==> src/hw/rtl/adpcm_map_pkg.sv <==
// Package: shared types, codes and constants of the ADPCM memory access port.
package adpcm_map_pkg;

  localparam int unsigned ADDR_BITS_DEF = 18;
  localparam int unsigned DIVIDEND      = 72 * 65536;
  localparam int unsigned QUOT_BITS     = 23;
  localparam int unsigned DIV_BITS      = 17;

  typedef enum logic [1:0] {
    OP_SELECT = 2'd0,
    OP_WRITE  = 2'd1,
    OP_READ   = 2'd2,
    OP_STATUS = 2'd3
  } op_t;

  typedef enum logic [2:0] {
    MODE_HALT   = 3'd0,
    MODE_RECORD = 3'd1,
    MODE_REPLAY = 3'd2,
    MODE_WRITE  = 3'd3,
    MODE_READ   = 3'd4
  } mode_t;

  typedef enum logic [1:0] {
    START_NONE   = 2'd0,
    START_RECORD = 2'd1,
    START_REPLAY = 2'd2
  } start_t;

  typedef enum logic [2:0] {
    ST_IDLE,
    ST_MEM,
    ST_DIV,
    ST_DONE
  } state_t;

  localparam logic [7:0] REG_CONTROL = 8'h00;
  localparam logic [7:0] REG_UNIT    = 8'h01;
  localparam logic [7:0] REG_START_L = 8'h02;
  localparam logic [7:0] REG_START_H = 8'h03;
  localparam logic [7:0] REG_STOP_L  = 8'h04;
  localparam logic [7:0] REG_STOP_H  = 8'h05;
  localparam logic [7:0] REG_PRE_L   = 8'h06;
  localparam logic [7:0] REG_PRE_H   = 8'h07;
  localparam logic [7:0] REG_DATA    = 8'h08;
  localparam logic [7:0] REG_DELTA_L = 8'h09;
  localparam logic [7:0] REG_DELTA_H = 8'h0a;
  localparam logic [7:0] REG_LIMIT_L = 8'h0c;
  localparam logic [7:0] REG_LIMIT_H = 8'h0d;
  localparam logic [7:0] REG_FLAGS   = 8'h10;

  localparam logic       CFG_READY_MASK = 1'b0;
  localparam logic       CFG_END_MASK   = 1'b1;

  typedef struct packed {
    logic [1:0] op;
    logic [7:0] bus_byte;
    logic       timer_flag_a;
    logic       timer_flag_b;
  } req_t;

  typedef struct packed {
    logic [7:0]  read_value;
    logic [1:0]  start_kind;
    logic [17:0] play_length;
    logic [22:0] rate_period;
  } rsp_t;

  // divider handshake
  typedef struct packed {
    logic                start;
    logic [DIV_BITS-1:0] divisor;
  } div_req_t;

  typedef struct packed {
    logic                 done;
    logic [QUOT_BITS-1:0] quotient;
  } div_rsp_t;

endpackage

==> src/hw/rtl/adpcm_map_div.sv <==
// Radix-2 restoring divider for the replay period (constant dividend).
module adpcm_map_div (
  input  logic                    clk,
  input  logic                    rst,
  input  adpcm_map_pkg::div_req_t req,
  output adpcm_map_pkg::div_rsp_t rsp
);
  import adpcm_map_pkg::*;

  localparam logic [QUOT_BITS-1:0] NUM = QUOT_BITS'(DIVIDEND);

  logic [DIV_BITS:0]    rem;
  logic [QUOT_BITS-1:0] quo;
  logic [DIV_BITS-1:0]  dsr;
  logic [4:0]           cnt;
  logic                 run;
  logic                 fin;
  logic [DIV_BITS:0]    trial;

  assign trial = {rem[DIV_BITS-1:0], NUM[cnt]};

  // one quotient bit per cycle, most significant first
  always_ff @(posedge clk) begin
    if (rst) begin
      run <= 1'b0;
      fin <= 1'b0;
    end else begin
      if (req.start) begin
        run <= 1'b1;
        fin <= 1'b0;
        cnt <= 5'(QUOT_BITS - 1);
        rem <= '0;
        dsr <= req.divisor;
      end else if (run) begin
        if (trial >= {1'b0, dsr}) begin
          rem      <= trial - {1'b0, dsr};
          quo[cnt] <= 1'b1;
        end else begin
          rem      <= trial;
          quo[cnt] <= 1'b0;
        end
        if (cnt == '0) begin
          run <= 1'b0;
          fin <= 1'b1;
        end else begin
          cnt <= cnt - 5'd1;
          fin <= 1'b0;
        end
      end else begin
        fin <= 1'b0;
      end
    end
  end

  assign rsp = '{done: fin, quotient: quo};
endmodule

==> config.mk <==
export PLATFORM = sky130hd
export DESIGN_NAME = adpcm_map_div
export DESIGN_NICKNAME = d
export VERILOG_FILES = /design/src/hw/rtl/adpcm_map_pkg.sv /design/src/hw/rtl/adpcm_map_div.sv
export SDC_FILE = /design/constraint.sdc
export NUM_CORES = 1
export LEC_CHECK = 0
export BUFFER_PORTS_ARGS = -buffer_cell sky130_fd_sc_hd__buf_4
export CAP_MARGIN = 20
export CORE_MARGIN = 2
export CORE_UTILIZATION = 62
export CTS_BUF_LIST = sky130_fd_sc_hd__clkbuf_16
export CTS_CLUSTER_DIAMETER = 120
export DETAILED_ROUTE_END_ITERATION = 8
export PLACE_DENSITY = 0.92
export SYNTH_ARGS = -nofsm -noshare
export SYNTH_HDL_FRONTEND = slang
export SYNTH_SLANG_ARGS = --single-unit
export TNS_END_PERCENT = 20
==> constraint.sdc <==
create_clock -name clk -period 5.4 [get_ports clk]
set_input_delay 0.54 -clock clk [delete_from_list [all_inputs] [get_ports clk]]
set_output_delay 0.54 -clock clk [all_outputs]
set_load 0.02 [all_outputs]
==> metrics.txt, run 1 <==
Reg power frac=40.8%; final slew viol count=0; Yosys cell types=47; vias per cell=5.88; post-route DRC violation count=0; CTS root buf=clkbuf_16; flip-flop and latch area=approximately 0.0019 mm^2; WP data arrival=about 3.7 ns; Peak Freq=about 0.28 GHz; Avg Cell Area, Syn=11.3 um^2; Slew headroom=a little over a third; # nets final=393; post-synthesis mux area share=2.04%; drt first pass iters=4; CP cell instances=inv_1 > ha_1 > inv_1 > fa_1 > a21o_1 > a221o_2 > a211oi_2 > o41a_1 > inv_2 > o21a_1 > o31a_1; Hold Path Class=in -> reg; DR iter-0 viols=~270; n_diodes=0; I/O Buffers=43; Initial Util=between 60% and 70%; Post-Syn Nets=347; WL final=7210 um; total track usage=about 25%; gp weighted congestion=about 0.85; leading cell type in the layout, fill and taps excluded=edfxtp_1; H-tree levels=3; Die Footprint=0.00616 mm^2; setup_tns=0 ns; layout cells sized above 1=about a fifth; adder-cell share of the synthesized area=under 10%; sequential share of the synthesized area=around 56%; Synth Instances=304; Leak=0.00169 uW; Post-CTS Hold Buffers=0; Max Cap Violations=0; synth top area cells=edfxtp_1 (54%), ha_1 (8.0%), nor2_1 (4.7%), a21oi_1 (2.8%), inv_1 (2.7%); ys flop type=edfxtp_1; CP Data Required Time=5.48 ns; CTS Sinks=65; Die Width=78.5 um; P_int=~1100 uW; Worst Skew=0.00598 ns; Warnings, synthesis=0; Async S/R FF share, synth=0%; Simple-Gate Fraction of Synth Area=12.4%; vias in the first global route=around 2500; Die Y=78.5 um; unrepaired setup endpoints after global routing=no; via count=~2500; total grt overflow=0; # rows=27; VDD IR-drop max=0.000256 V; Multi-input gate area=~0.0014 mm^2; Top cell by count, worst path=inv_1; Clock Latency Late Sink=0.33 ns; Synth Area in Compound Gates=between 10% and 20%; Post-synth EDFFs=62; CP max FO=34; wire per inst=16.9 um; delay of the slowest cell on the worst path=0.57 ns; crit path time final=~3.6 ns; status=finished clean; Seq cells post-synth=65; Max clock buf depth=2; Core Footprint=0.00544 mm^2; switching share of total power=a little over a quarter; final period utilization=between 60% and 70%; I/O pin count=between 40 and 50; first-pass GRT wire length=between 10000 and 15000 um; Mapped Area=0.00344 mm^2; TritonCTS clock tree=built; Antenna Nets Post-Route=0; P per Cell Area=364 mW/mm^2; DPL Wire Length=about 5000 um; CP Class=reg -> reg; most frequent cells in the layout=edfxtp_1 (62), buf_4 (44), nor2_1 (42); top cell type's share of synthesized area=between 50% and 60%; initial antenna violation count=0; Final Hold Viols=0; clock power share=41.2%; Tightest Pin Transition=0.959 ns; Area Growth Syn to Fin=20.1%; Worst Setup End Kind=register; Core Util, Final=76.0%; Worst-path clk slew=0.06 ns; postcts setup bufs=0; sw power=394 uW; post_cts resized=0; # fillers=342; largest family of logic cells by synthesized area=compound AO/OA/AOI/OAI gates; TritonCTS Buffers=9; largest net degree at the start of global routing=35; Comb pwr share=18.0%; Slowest cell on crit path=o41a_1; cell taking the most area after synthesis=edfxtp_1; XOR/XNOR Fraction of Synth Area=3.05%; Critical Path Source Type=register; Setup violations, final=0
power by group through the flow:
stage / registers, uW / clock network [uW] / logic (uW)
after floorplan: 617 / 0 / 210
final: 615 / 620 / 272
after CTS: 614 / 618 / 270
after global routing: 617 / 638 / 300
after global placement: 622 / 0 / 250
after detailed placement: 624 / 0 / 264
cell type report:
cell class	instances	area share (%)
clock buffers	9	5.45
inverters	26	2.36
flip-flops and latches	65	46.5
multi-input cells	204	33.2
well taps	72	2.18
repair buffers	44	7.99
clock inverters	7	2.30
worst max-delay path, delay by kind of cell (launching register included):
family	cells	cell delay [ns]
compound gates	6	1.92
fa+ha+maj	2	0.56
buf+inv	3	0.53
flops	1	0.31
layer usage:
layer	GRT usage (%)	vias to the layer above	routed length, um
li1	-	1200	-
met1	29.3	1180	2870
met2	42.4	103	3730
met3	4.25	27	395
met4	14.4	0	221
met5	0	-	0
worst paths after layout:
kind,start,end,cells after the start,slack [ns]
setup / recovery,trial[0],rem[11],11,1.83
hold / removal,req[1],dsr[1],1,0.38
setup reg to reg,trial[0],rem[11],11,1.83
hold reg to reg,rem[14],rem[15],2,0.61
cell usage after synthesis, types with 3 or more instances:
library cell	instances
edfxtp_1	62
nor2_1	43
inv_1	25
ha_1	22
a21oi_1	19
nand2_1	18
o21a_1	10
o21ai_0	10
nand3_1	9
xnor2_1	8
a21o_1	7
mux2i_1	7
clkbuf_1	5
nor3_1	5
xor2_1	4
and3_1	3
buf_4	3
dfxtp_1	3
o211ai_1	3
o21bai_1	3
cells by family (layout without fill, tap and decap cells):
kind of cell / after synthesis / in the layout
DFF: 65 / 65
and+or+nand+nor: 93 / 93
muxes: 7 / 7
AOI/OAI and AO/OA: 69 / 69
xor gates and xnor gates: 12 / 12
buffers and inverters: 35 / 86
adders and majority gates: 23 / 23
through the flow:
step           total power, uW  hold slack [ns]  cell area, um^2  std cells  worst slack, ns
2_1_floorplan              827            0.557             3440        304             2.74
3_3_place_gp               872            0.591             3810        411             2.05
3_5_place_dp               888            0.610             3810        411             1.94
4_1_cts                   1500            0.381             4130        427             1.88
5_1_grt                   1550            0.378             4130        427             1.63
6_report                  1510            0.379             4130        427             1.83
No activity file was read; power rests on OpenSTA's default activity.
==> run 2: changes to the inputs <==
- CORE_UTILIZATION: 62 -> 52
- PLACE_DENSITY: 0.92 -> 0.83
- clock period: 5.4 -> 2.9 ns (I/O delays scaled with it)
==> run 2 against run 1 <==
- flip-flop and latch count unchanged
- highest routed layer unchanged
- global-route usage down 5.2 points
- combinational power up 89%
- setup slack worse by 1.7 ns
- clock-buffer cell count unchanged
- die area up 18%
==> metrics.txt, run 2 (synthesized netlist as in run 1, its figures left out) <==
Die Y=approximately 85 um; Hold Path Class=in -> reg; Worst Skew=0.00501 ns; CP Class=reg -> reg; final slew viol count=0; vias in the first global route=2446; Worst Setup End Kind=register; Antenna Nets Post-Route=0; H-tree levels=3; Max clock buf depth=2; TritonCTS clock tree=built; Die Footprint=0.00729 mm^2; Leak=0.00170 uW; setup_tns=0 ns; crit path time final=~2.8 ns; GR Util met3=4.67%; met2 Usage GRT=33.5%; total grt overflow=0; final period utilization=between 90% and 100%; wire per inst=15.1 um; first-pass GRT wire length=~11000 um; HP Start=req[12]; status=finished clean; sw power=roughly 700 uW; largest net degree at the start of global routing=24; Comb pwr share=19.8%; postcts setup bufs=0; Reg power frac=43.8%; clock power share=between 30% and 40%; fin area=0.00412 mm^2; CP max FO=8; Final Hold Viols=0; worst hold path depth=1; switching share of total power=26.9%; most frequent cells in the layout=edfxtp_1 (62), buf_4 (49), nor2_1 (43); I/O pin count=44; R2R depth=11; CTS Sinks=between 60 and 70; Reg2Reg Launch Point=trial[0]; DPL Wire Length=~4600 um; Clock Latency Late Sink=0.33 ns; cell area after placement=between 0.003 and 0.004 mm^2; WP data arrival=2.85 ns; Critical Path Source Type=register; Max Cap Violations=0; P per Cell Area=631 mW/mm^2; VDD IR-drop max=0.000449 V; Core Footprint=0.00639 mm^2; gp weighted congestion=roughly 0.84; initial antenna violation count=0; TritonCTS Buffers=9; WL final=6600 um; Reg2Reg Setup Slack=between 0.1 and 0.15 ns; total track usage=slightly below 20%; WHS Endpoint=dsr[12]; vias per cell=5.63; Die Width=85.4 um; # rows=29; CTS root buf=clkbuf_16; FF-to-FF End=rem[6]; layout cells sized above 1=~20%; I/O Buffers=43; Initial Util=53.9%; drt first pass iters=4; P_int=roughly 1900 uW; via count=2459; post-route DRC violation count=0; DR iter-0 viols=125; Peak Freq=0.361 GHz; Slew headroom=65.5%; # nets final=398; GR peak layer=met2; unrepaired setup endpoints after global routing=yes; met1 GRT Util=between 20% and 30%; Area Growth Syn to Fin=19.7%; leading cell type in the layout, fill and taps excluded=edfxtp_1; Setup violations, final=0; Tightest Pin Transition=0.518 ns; n_diodes=0; CP Data Required Time=2.98 ns; Worst-path clk slew=approximately 0.05 ns
## run 2: how the worst max path moves through the flow
| stage | startpoint | end | slack [ns] | cells past startpoint |
|---|---|---|---|---|
| after floorplan | trial[0] | rem[10] | 0.24 | 12 |
| after global placement | trial[0] | rem[11] | 0.19 | 11 |
| after detailed placement | trial[0] | rem[14] | 0.10 | 11 |
| after CTS | trial[0] | rem[11] | 0.08 | 11 |
| after global routing | trial[0] | rem[6] | -0.008 | 11 |
| final | trial[0] | rem[6] | 0.13 | 11 |
## run 2: power groups by stage
stage | clock (uW) | sequential, uW | combinational [uW]
floorplan | 0 | 1150 | 391
global placement | 0 | 1160 | 488
detailed placement | 0 | 1160 | 506
CTS | 965 | 1140 | 513
global route | 1000 | 1150 | 572
finish | 947 | 1140 | 514
## run 2: worst max-delay path: stages, from the launching register on
cell and delay, ns:
dfxtp_1 0.31, inv_1 0.05, ha_1 0.15, inv_1 0.06, fa_1 0.40, a21o_1 0.21
a221o_2 0.42, a211oi_2 0.24, o41a_1 0.24, buf_4 0.20, nor2_1 0.06, o21a_1 0.17
## run 2: area by class of cell
class / count / area [um^2]
clock buffers: 9 / 225
clock inverters: 7 / 38.8
fillers: 486 / 2270
inverters: 26 / 100
multi-input cells: 204 / 1370
flip-flops and latches: 65 / 1920
well taps: 77 / 96.3
repair buffers: 49 / 368
## run 2: per-stage QoR
step | utilization (%) | total power (uW) | std cells | setup slack [ns] | hold slack [ns]
global route | 64.5 | 2720 | 437 | -0.00751 | 0.127
global placement | 60.3 | 1640 | 421 | 0.189 | 0.468
CTS | 64.5 | 2620 | 437 | 0.0815 | 0.128
finish | 64.5 | 2600 | 437 | 0.130 | 0.136
detailed placement | 60.3 | 1660 | 421 | 0.104 | 0.469
floorplan | - | 1540 | 304 | 0.243 | 0.389
## run 2: repair_timing
item / CTS / global route
gates resized for setup: 0 / 2
setup endpoints to repair: 0 / 34
hold buffers: 0 / 0
## run 2: layer usage
metal / up-vias / wire length (um) / share of wire, %
met5: - / 0 / 0
met4: 0 / 103 / 1.6
met3: 11 / 308 / 4.7
met2: 60 / 3420 / 52
met1: 1185 / 2770 / 42
li1: 1203 / - / -
